[src/design/u8d_pkg.sv]
// Shared types and constants for the UTF-8 stream decoder.
package u8d_pkg;

  // Byte classes found by the front end.
  typedef enum logic [2:0] {
    CLS_ASCII   = 3'd0,
    CLS_LEAD2   = 3'd1,
    CLS_LEAD3   = 3'd2,
    CLS_LEAD4   = 3'd3,
    CLS_CONT    = 3'd4,
    CLS_INVALID = 3'd5
  } cls_t;

  // Result status codes.
  typedef enum logic [2:0] {
    ST_OK        = 3'd0,
    ST_BAD_LEAD  = 3'd1,
    ST_TRUNCATED = 3'd2,
    ST_BAD_CONT  = 3'd3,
    ST_INVALID   = 3'd4
  } status_t;

  // One classified byte as it sits in the queue.
  typedef struct packed {
    cls_t       cls;
    logic [6:0] value;
    logic       eot;
  } entry_t;

  localparam logic [20:0] CP_MAX   = 21'h10FFFF;
  localparam logic [20:0] SURR_LO  = 21'h00D800;
  localparam logic [20:0] SURR_HI  = 21'h00DFFF;
  localparam logic [20:0] MIN_LEN2 = 21'h000080;
  localparam logic [20:0] MIN_LEN3 = 21'h000800;
  localparam logic [20:0] MIN_LEN4 = 21'h010000;

  localparam logic [2:0] LEN2 = 3'd2;
  localparam logic [2:0] LEN3 = 3'd3;
  localparam logic [2:0] LEN4 = 3'd4;

endpackage

[src/design/utf8_stream_decoder.sv]
// Top level of the strict UTF-8 stream decoder.
//
//  channel  direction  tdata                                  tlast
//  s_*      in         data_byte[7:0]                         end_of_text
//  m_*      out        code_point[20:0], status[23:21]        last_result
//
// One byte is accepted per cycle while the queue is not full; a result passes
// through the queue and then the output register of the decoder.
// The decoder consumes one queued byte per cycle while its output register
// is free or being taken, so while the output is not stalled the sustained rate is one byte per cycle.
// Reset is synchronous and clears the queue, the decoder state and m_tvalid.
// A stalled output holds the decoder; input keeps flowing until the
// queue of QUEUE_DEPTH bytes is full.
module utf8_stream_decoder
  import u8d_pkg::*;
#(
  parameter int QUEUE_DEPTH = 4
) (
  input  logic        clk,
  input  logic        rst,
  input  logic        s_tvalid,
  output logic        s_tready,
  input  logic [7:0]  s_tdata,   // data_byte[7:0]
  input  logic        s_tlast,   // end_of_text
  output logic        m_tvalid,
  input  logic        m_tready,
  output logic [23:0] m_tdata,   // code_point[20:0], status[23:21]
  output logic        m_tlast    // last_result
);

  logic   push;
  logic   pop;
  logic   full;
  logic   empty;
  entry_t push_item;
  entry_t pop_item;

  u8d_front u_front (
    .s_tvalid  (s_tvalid),
    .s_tready  (s_tready),
    .s_tdata   (s_tdata),
    .s_tlast   (s_tlast),
    .full      (full),
    .push      (push),
    .push_item (push_item)
  );

  u8d_queue #(
    .DEPTH (QUEUE_DEPTH)
  ) u_queue (
    .clk       (clk),
    .rst       (rst),
    .push      (push),
    .push_item (push_item),
    .pop       (pop),
    .pop_item  (pop_item),
    .full      (full),
    .empty     (empty)
  );

  u8d_back u_back (
    .clk      (clk),
    .rst      (rst),
    .empty    (empty),
    .pop_item (pop_item),
    .pop      (pop),
    .m_tvalid (m_tvalid),
    .m_tready (m_tready),
    .m_tdata  (m_tdata),
    .m_tlast  (m_tlast)
  );

endmodule

[src/design/u8d_front.sv]
// Input side: accepts bytes and classifies them for the queue.
module u8d_front
  import u8d_pkg::*;
(
  input  logic       s_tvalid,
  output logic       s_tready,
  input  logic [7:0] s_tdata,   // data_byte[7:0]
  input  logic       s_tlast,   // end_of_text
  input  logic       full,
  output logic       push,
  output entry_t     push_item
);

  assign s_tready = !full;
  assign push     = s_tvalid && !full;

  // Sort the byte by its leading bits and keep only its payload bits.
  always_comb begin
    push_item.eot   = s_tlast;
    push_item.value = 7'd0;
    priority if (s_tdata[7] == 1'b0) begin
      push_item.cls   = CLS_ASCII;
      push_item.value = s_tdata[6:0];
    end else if (s_tdata[7:6] == 2'b10) begin
      push_item.cls   = CLS_CONT;
      push_item.value = {1'b0, s_tdata[5:0]};
    end else if (s_tdata[7:5] == 3'b110) begin
      push_item.cls   = CLS_LEAD2;
      push_item.value = {2'b00, s_tdata[4:0]};
    end else if (s_tdata[7:4] == 4'b1110) begin
      push_item.cls   = CLS_LEAD3;
      push_item.value = {3'b000, s_tdata[3:0]};
    end else if (s_tdata[7:3] == 5'b11110) begin
      push_item.cls   = CLS_LEAD4;
      push_item.value = {4'b0000, s_tdata[2:0]};
    end else begin
      push_item.cls   = CLS_INVALID;
    end
  end

endmodule

[src/design/u8d_queue.sv]
// Small register queue between the front end and the decoder.
module u8d_queue
  import u8d_pkg::*;
#(
  parameter int DEPTH = 4
) (
  input  logic   clk,
  input  logic   rst,
  input  logic   push,
  input  entry_t push_item,
  input  logic   pop,
  output entry_t pop_item,
  output logic   full,
  output logic   empty
);

  localparam int PW = (DEPTH > 1) ? $clog2(DEPTH) : 1;
  localparam int CW = $clog2(DEPTH + 1);
  localparam logic [PW-1:0] LAST_SLOT = PW'(DEPTH - 1);
  localparam logic [CW-1:0] FULL_CNT  = CW'(DEPTH);

  entry_t        slots [DEPTH];
  logic [PW-1:0] wr_ptr;
  logic [PW-1:0] rd_ptr;
  logic [CW-1:0] count;

  assign full     = (count == FULL_CNT);
  assign empty    = (count == '0);
  assign pop_item = slots[rd_ptr];

  // Storage writes.
  always_ff @(posedge clk) begin
    if (push) begin
      slots[wr_ptr] <= push_item;
    end
  end

  // Pointers and fill count.
  always_ff @(posedge clk) begin
    if (rst) begin
      wr_ptr <= '0;
      rd_ptr <= '0;
      count  <= '0;
    end else begin
      if (push) begin
        wr_ptr <= (wr_ptr == LAST_SLOT) ? '0 : wr_ptr + 1'b1;
      end
      if (pop) begin
        rd_ptr <= (rd_ptr == LAST_SLOT) ? '0 : rd_ptr + 1'b1;
      end
      if (push && !pop) begin
        count <= count + 1'b1;
      end else if (pop && !push) begin
        count <= count - 1'b1;
      end
    end
  end

  a_no_overflow: assert property (@(posedge clk) disable iff (rst) push |-> !full)
    else $error("queue written while full");
  a_no_underflow: assert property (@(posedge clk) disable iff (rst) pop |-> !empty)
    else $error("queue read while empty");

endmodule

[src/design/u8d_back.sv]
// Decoder: sequence state, validity checks and the output register.
module u8d_back
  import u8d_pkg::*;
(
  input  logic        clk,
  input  logic        rst,
  input  logic        empty,
  input  entry_t      pop_item,
  output logic        pop,
  output logic        m_tvalid,
  input  logic        m_tready,
  output logic [23:0] m_tdata,   // code_point[20:0], status[23:21]
  output logic        m_tlast    // last_result
);

  logic [20:0] partial_value;
  logic [1:0]  bytes_remaining;
  logic [2:0]  sequence_length;
  logic        continuation_bad;
  logic        dropping_rest;

  logic [20:0] partial_value_next;
  logic [1:0]  bytes_remaining_next;
  logic [2:0]  sequence_length_next;
  logic        continuation_bad_next;
  logic        dropping_rest_next;

  logic        res_valid;
  logic [20:0] res_cp;
  status_t     res_status;
  logic        res_last;

  logic        out_free;
  logic [20:0] shifted;
  logic [1:0]  rem_dec;
  logic        bad_now;
  logic        overlong;

  assign out_free = !m_tvalid || m_tready;
  assign pop      = out_free && !empty;

  assign shifted  = {partial_value[14:0], pop_item.value[5:0]};
  assign rem_dec  = bytes_remaining - 2'd1;
  assign bad_now  = continuation_bad || (pop_item.cls != CLS_CONT);
  assign overlong = ((sequence_length == LEN2) && (shifted < MIN_LEN2)) ||
                    ((sequence_length == LEN3) && (shifted < MIN_LEN3)) ||
                    ((sequence_length == LEN4) && (shifted < MIN_LEN4));

  // Step the decoder over one classified byte.
  always_comb begin
    partial_value_next    = partial_value;
    bytes_remaining_next  = bytes_remaining;
    sequence_length_next  = sequence_length;
    continuation_bad_next = continuation_bad;
    dropping_rest_next    = dropping_rest;
    res_valid             = 1'b0;
    res_cp                = '0;
    res_status            = ST_OK;
    res_last              = 1'b1;

    if (dropping_rest) begin
      // Skip to the end of the broken text.
      if (pop_item.eot) begin
        dropping_rest_next = 1'b0;
      end
    end else if (bytes_remaining == 2'd0) begin
      // Expecting a lead byte.
      res_valid = 1'b1;
      unique case (pop_item.cls)
        CLS_ASCII: begin
          res_cp   = {14'd0, pop_item.value};
          res_last = pop_item.eot;
        end
        CLS_LEAD2, CLS_LEAD3, CLS_LEAD4: begin
          if (pop_item.eot) begin
            res_status = ST_TRUNCATED;
          end else begin
            res_valid             = 1'b0;
            partial_value_next    = {14'd0, pop_item.value};
            continuation_bad_next = 1'b0;
            if (pop_item.cls == CLS_LEAD2) begin
              sequence_length_next = LEN2;
              bytes_remaining_next = 2'd1;
            end else if (pop_item.cls == CLS_LEAD3) begin
              sequence_length_next = LEN3;
              bytes_remaining_next = 2'd2;
            end else begin
              sequence_length_next = LEN4;
              bytes_remaining_next = 2'd3;
            end
          end
        end
        default: begin
          res_status = ST_BAD_LEAD;
        end
      endcase
    end else begin
      // Inside a sequence: gather six more bits.
      partial_value_next    = shifted;
      bytes_remaining_next  = rem_dec;
      continuation_bad_next = bad_now;
      if (rem_dec != 2'd0) begin
        if (pop_item.eot) begin
          res_valid  = 1'b1;
          res_status = ST_TRUNCATED;
        end
      end else begin
        res_valid = 1'b1;
        if (bad_now) begin
          res_status = ST_BAD_CONT;
        end else if (overlong || (shifted > CP_MAX) ||
                     ((shifted >= SURR_LO) && (shifted <= SURR_HI))) begin
          res_status = ST_INVALID;
        end else begin
          res_cp   = shifted;
          res_last = pop_item.eot;
        end
      end
    end

    // A result ends the sequence; an error before the end of the text also starts dropping.
    if (res_valid) begin
      partial_value_next    = '0;
      bytes_remaining_next  = 2'd0;
      sequence_length_next  = 3'd0;
      continuation_bad_next = 1'b0;
      if (res_status != ST_OK) begin
        dropping_rest_next = !pop_item.eot;
      end
    end
  end

  // Decoder state.
  always_ff @(posedge clk) begin
    if (rst) begin
      partial_value    <= '0;
      bytes_remaining  <= '0;
      sequence_length  <= '0;
      continuation_bad <= 1'b0;
      dropping_rest    <= 1'b0;
    end else if (pop) begin
      partial_value    <= partial_value_next;
      bytes_remaining  <= bytes_remaining_next;
      sequence_length  <= sequence_length_next;
      continuation_bad <= continuation_bad_next;
      dropping_rest    <= dropping_rest_next;
    end
  end

  // Output register.
  always_ff @(posedge clk) begin
    if (rst) begin
      m_tvalid <= 1'b0;
    end else if (out_free) begin
      m_tvalid <= pop && res_valid;
    end
  end

  always_ff @(posedge clk) begin
    if (pop && res_valid) begin
      m_tdata <= {res_status, res_cp};
      m_tlast <= res_last;
    end
  end

  a_err_zero: assert property (@(posedge clk) disable iff (rst)
      (m_tvalid && (m_tdata[23:21] != ST_OK)) |-> ((m_tdata[20:0] == '0) && m_tlast))
    else $error("error result without zero code point or last mark");
  a_len_rem: assert property (@(posedge clk) disable iff (rst)
      (bytes_remaining != 2'd0) |-> ((sequence_length > {1'b0, bytes_remaining}) &&
                                     !dropping_rest))
    else $error("sequence state inconsistent");
  a_drop_after_err: assert property (@(posedge clk) disable iff (rst)
      (pop && res_valid && (res_status != ST_OK) && !pop_item.eot) |=> dropping_rest)
    else $error("error inside a text did not start dropping");

endmodule

[config.mk]
export PLATFORM = sky130hd
export DESIGN_NAME = utf8_stream_decoder
export DESIGN_NICKNAME = d
export VERILOG_FILES = /design/src/design/u8d_pkg.sv /design/src/design/utf8_stream_decoder.sv /design/src/design/u8d_front.sv /design/src/design/u8d_queue.sv /design/src/design/u8d_back.sv
export SDC_FILE = /design/constraint.sdc
export NUM_CORES = 1
export LEC_CHECK = 0
export BUFFER_PORTS_ARGS = -buffer_cell sky130_fd_sc_hd__buf_2
export CAP_MARGIN = 25
export CELL_PAD_IN_SITES_DETAIL_PLACEMENT = 1
export CELL_PAD_IN_SITES_GLOBAL_PLACEMENT = 1
export CORE_MARGIN = 10
export CORE_UTILIZATION = 43
export CTS_CLUSTER_SIZE = 12
export DETAILED_ROUTE_END_ITERATION = 12
export GPL_TIMING_DRIVEN = 0
export PLACE_DENSITY = 0.85
export SETUP_SLACK_MARGIN = 0.5
export SYNTH_ARGS = -nofsm -noshare
export SYNTH_HDL_FRONTEND = slang
export SYNTH_SLANG_ARGS = --single-unit
[constraint.sdc]
create_clock -name clk -period 2.4 [get_ports clk]
set_input_delay 0.48 -clock clk [delete_from_list [all_inputs] [get_ports clk]]
set_output_delay 0.48 -clock clk [all_outputs]
set_load 0.05 [all_outputs]
# [Word-level counts from Yosys, hierarchy flattened]
# Memory sizes are Yosys's and may differ from the RTL's. A register that Yosys moved wholly into a read port is not among the register bits.
# Cells that the tools add are included.
[word_totals] mem_count=1 mem_bits_rw=44 reg_bits=55 elab_cells=138 inputBits=13 output_inout_bits=27
[classes] addsub=5 mux=64 reduce_logical=32 n_eq_ne=18 n_lt_le_gt_ge=6
[mem_list] name="u_queue.slots" depth=4 width=11 rd=1 rd_ports_with_merged_regs=1 wr=1 line_no="u8d_queue.sv:22" rtl="entry_t slots [DEPTH];"
[op_table] operator="21-bit 2-to-1 mux" n=4
[op_table] operator="15-bit 2-to-1 mux" n=5
[op_table] operator="3-bit 2-to-1 mux" n=16
[op_table] operator="10-bit 2-to-1 mux" n=4
[op_table] operator="1-bit 2-to-1 mux" n=22
[op_table] operator="2-bit 2-to-1 mux" n=11
[op_table] operator="21-bit by 16-bit >= comparator with 1-bit output, second input constant" n=1
[op_table] operator="21-bit > comparator, second input constant" n=1
[op_table] operator="21-bit by 16-bit less-or-equal comparator with 1-bit output, second input constant" n=1
[op_table] operator="21-bit by 12-bit < comparator with 1-bit output, second input constant" n=1
[op_table] operator="21-bit by 17-bit < comparator with 1-bit output, second input constant" n=1
[op_table] operator="21-bit by 8-bit < comparator with 1-bit output, second input constant" n=1
[op_table] operator="3-bit by 2-bit equality test with 1-bit output, second input constant" n=4
[op_table] operator="3-bit equality test, second input constant" n=3
[op_table] operator="1-bit logical AND" n=9
[op_table] operator="2-bit nonzero test" n=4
[op_table] operator="7-bit 2-to-1 mux" n=1
[op_table] operator="2-bit equality test, second input constant" n=3
[op_table] operator="1-bit logical NOT" n=6
[op_table] operator="3-bit logical NOT" n=2
[op_table] operator="1-bit logical OR" n=6
[op_table] operator="3-bit != test, second input constant" n=2
[op_table] operator="3-bit case mux with 2 select lines" n=1
[op_table] operator="5-bit equality test, second input constant" n=1
[op_table] operator="other kinds (13)" n=15

# [Depth between registers and ports, before layout]
[logic_depth] ltp_word=14 depth_mapped=10 depth_no_buf=10

# [Hierarchy]
# From an unflattened synthesis, not the netlist that was laid out.
[hier_totals] hier_cells=306 hier_area_um2=4246.6
[by_module_without_submodules] module="u8d_back" n_inst=1 cells_each=185 seq_area_each_um2=1211.2 area_each_um2=2099.5
[by_module_without_submodules] module="u8d_queue" n_inst=1 cells_each=101 seq_area_each_um2=1501.4 area_each_um2=2029.4
[by_module_without_submodules] module="u8d_front" n_inst=1 cells_each=20 seq_area_each_um2=0.0 area_each_um2=117.6

# [Worst setup path after synthesis]
# No wires, ideal clock.
[synth_timing] kind="register to register" start="reg (tool-made name)" end="reg u_back.m_tdata[0] (enable)" period_less_slack_ns=2.474 stages_incl_launch_ff=7 path_buffers=1 t_arrival_ns=2.110 path_slack_ns=-0.074 setup_ns=0.363 required_ns=2.037 path_cell_list="dfxtp_1 > buf_6 > mux4_2 > or2_4 > o21a_4 > o21ai_0 > inv_1"
[synth_lines] element="end signal: assignment" line_no="u8d_back.sv:161" rtl="m_tdata <= {res_status, res_cp};"
[synth_lines] element="end: declaration" line_no="u8d_back.sv:12" rtl="output logic [23:0] m_tdata,"

==> results by group <==
Outcome
  • Outcome: finished clean

Clock network
  • Reg clk slew, reported paths: around 110 ps
  • H-Tree Level Count: 3
  • CTS Root Cell: clkbuf_8
  • CTS Buffer Depth: 2
  • Worst-Skew Late Latency: 360 ps
  • Sink Count: 101
  • Cts-stage hold buffer count: 0
  • CTS Buf Count: 9
  • CTS tree: done

Synth
  • Syn avg cell area: between 10 and 15 µm²
  • Top post-synthesis cells by count: 69 x edfxtp_1, 38 x nor2_1, 32 x dfxtp_1, 24 x and2_1, 18 x a22oi_1
  • Synth unique cells: between 40 and 50
  • Net Count, Synth: 323
  • Netlist Area Pre-Place: just over 0.004 mm²
  • Ranking of synthesized cells by area: edfxtp_1 50%, dfxtp_1 16%, mux4_2 6.0%, and2_1 3.6%, nor2_1 3.5%
  • Most numerous cell in the Yosys netlist: edfxtp_1
  • Number of synthesized flops with an enable pin: 69
  • Synth Instances: around 300
  • Main synth FF type: edfxtp_1
  • Sequential share of the synthesized area: 65.7%
  • YS warnings: 0
  • Post-synth top area share: 50.2%
  • FFs w/ async S/R, synth: 0%
  • #FFs+latches synth: a little over 100
  • Largest area contributor in the netlist: edfxtp_1

Power
  • Internal: roughly 0.0043 W
  • Comb pwr share: between 50% and 60%
  • Clock share of power: 15.0%
  • Worst VDD drop: about 0.51 mV
  • Switch share: 43.0%
  • LEAKAGE: around 1.9 nW
  • Reg power frac: 33.9%
  • Pwr Total: about 0.0076 W
  • PD cells: 1420 mW/mm²
  • Switching power: roughly 0.0033 W

GRT
  • Global route overflow: 0
  • Global-route wire length before repair: around 16 mm
  • Largest net degree at the start of global routing: 18
  • Initial antenna violation count: 0
  • Via count of the first global-routing pass: 3036
  • Total GRT Usage: 14.5%

Route
  • Routed Antenna Nets: 0
  • DRT met1 WL: 4.27 mm
  • # DRC: 0
  • WL final: 10.7 mm
  • Routed wl met3: 405 µm
  • Vias post-DR: approximately 2800
  • DR top layer: met4
  • DRT Pass-1 Iters: 4
  • Wire length on met2: 5.77 mm
  • Drt wl/cell: around 21 µm
  • Routed vias/inst: about 5.4
  • Initial drt markers: 84

Worst setup path
  • Crit-path cells: buf_12 > mux4_2 > buf_6 > buf_6 > and4b_1 > or3_4 > a21oi_1 > o31a_1
  • Most common cell on crit path: buf_6
  • Crit. End Element: flop
  • Worst-path fanout max: 4
  • CP required: 2710 ps
  • Critical path startpoint category: flop
  • Crit path kind: flop to flop
  • Critical path's top delay family: simple AND/OR/NAND/NOR gates
  • Slowest-stage cell, CP: mux4_2
  • Crit path buf inv count: 3
  • CP arrival: roughly 2500 ps
  • Crit path largest cell delay: around 540 ps

Die
  • Die H: 118 µm
  • Die area: ~0.014 mm²
  • Die Span X: 118 µm
  • Row Count: 35
  • Starting Density: between 40% and 50%
  • CORE AREA: approximately 0.0093 mm²
  • IO Pins: 40

Finish
  • Non-filler cells, final: 520
  • Fill count: 945
  • P&R area growth vs syn: 28.8%
  • Share of cells above drive strength 1: about 43%
  • # diodes: 0
  • Fin nets: around 400

Timing
  • Final TNS setup: 0 ps
  • Least-Margin Pin Slew: between 700 and 800 ps
  • Pins over their slew limit: 0
  • Min cycle time layout: 2220 ps
  • Max frequency: 0.451 GHz
  • RSZ-0062 raised after global routing: true
  • Worst Skew: 14.6 ps
  • Slew headroom: between 40 and 50%
  • Setup violators final: 0
  • Final Hold Fails: 0
  • Final period util: just over 90%

Run
  • Maxcap violations: 0

Place
  • Inst Count DP: between 400 and 500
  • DP Wirelength: 6.48 mm
  • Port buffer count: 39
  • Final RePlAce weighted congestion: between 0.8 and 0.9

Worst hold path
  • Hold crit path type: input pin to flop
[cells by family after synthesis]
group	count (synthesis)	synth area share (%)
AO/OA/AOI/OAI	48	8.12
XOR/XNOR	3	0.636
buffers and inverters	20	2.03
multiplexers	15	7.00
flip-flops	101	65.7
adder cells (fa/ha/maj)	7	2.30
AND/OR/NAND/NOR	109	14.3
[stage by stage]
step	worst slack (ps)	instance area, µm²	utilization, %	hold slack [ps]
after floorplan	241	4210	-	477
after global placement	7.00	4570	49.2	482
after detailed placement	-14.4	4570	49.2	496
after CTS	205	5120	55.2	339
after global routing	112	5320	57.3	336
final	184	5320	57.3	351
[layout make-up]
cell class	count	area [µm²]	share of cell area [%]
Clock inverter	5	56.3	1.06
Buffer	11	75.1	1.41
Timing Repair inverter	2	22.5	0.423
Tap cell	129	161	3.03
Timing Repair Buffer	69	467	8.77
Sequential cell	101	2730	51.3
Clock buffer	11	153	2.87
Inverter	9	41.3	0.776
Multi-Input combinational cell	183	1610	30.3
[cell usage in the layout (no fill, tap or decap), drive strengths merged, types with 3 or more instances in the layout]
master	n
a21boi	3
a21oi	11
a22oi	18
and2	24
and3	5
buf	74
clkbuf	17
clkinv	3
dfxtp	32
edfxtp	69
ha	6
inv	12
mux2i	3
mux4	11
nand2	9
nand2b	4
nor2	42
nor2b	3
nor3	5
nor3b	3
nor4	3
o21ai	6
or3	4
[flip-flops by register name, summed over array words and instances (netlist names), named ones only]
| name | cells |
|---|---|
| u_queue.slots | 44 |
| u_back.m_tdata | 24 |
| u_back.partial_value | 15 |
| u_back.sequence_length | 3 |
| u_queue.count | 3 |
| u_back.bytes_remaining | 2 |
| u_queue.rd_ptr | 2 |
| u_queue.wr_ptr | 2 |
| u_back.continuation_bad | 1 |
| u_back.dropping_rest | 1 |
| u_back.m_tlast | 1 |
| u_back.m_tvalid | 1 |
[worst reg2reg max path, stage by stage (launching register included)]
cell     delay, ps
dfxtp_4        380
buf_12         110
mux4_2         540
buf_6          150
buf_6          110
and4b_1        190
or3_4          370
a21oi_1        160
o31a_1         150
[power by group through the flow]
stage               combinational, W  clock [W]  sequential, W
global placement             0.00277          0        0.00256
floorplan                    0.00144          0        0.00335
detailed placement           0.00287          0        0.00259
CTS                          0.00353    0.00115        0.00256
finish                       0.00387    0.00114        0.00257
global route                 0.00411    0.00122        0.00261
[final timing paths]
| kind | slack, ps | to | start | depth (start not counted) |
|---|---|---|---|---|
| max reg2reg | 180 | u_back.dropping_rest$_SDFFE_PP0P_ | flop | 8 |
| max | 180 | u_back.dropping_rest$_SDFFE_PP0P_ | flop | 8 |
| min reg2reg | 540 | flop | u_queue.rd_ptr[0]$_SDFFE_PP0P_ | 2 |
| min | 350 | u_queue.slots[2][0]$_DFFE_PP_ | s_tlast | 1 |
[layer usage]
layer	global-route usage, %	vias up
met5	0	-
met4	5.64	0
met3	3.02	23
met2	26.9	83
met1	15.5	1416
li1	-	1293
[what timing repair did]
action | CTS | global route
resized for setup | 42 | 37
pin swaps | 19 | 28
buffers inserted | 21 | 8
endpoints found under the setup margin | 74 | 75
cloned | 3 | 1
Note: power is estimated with default switching activity, not from simulation.
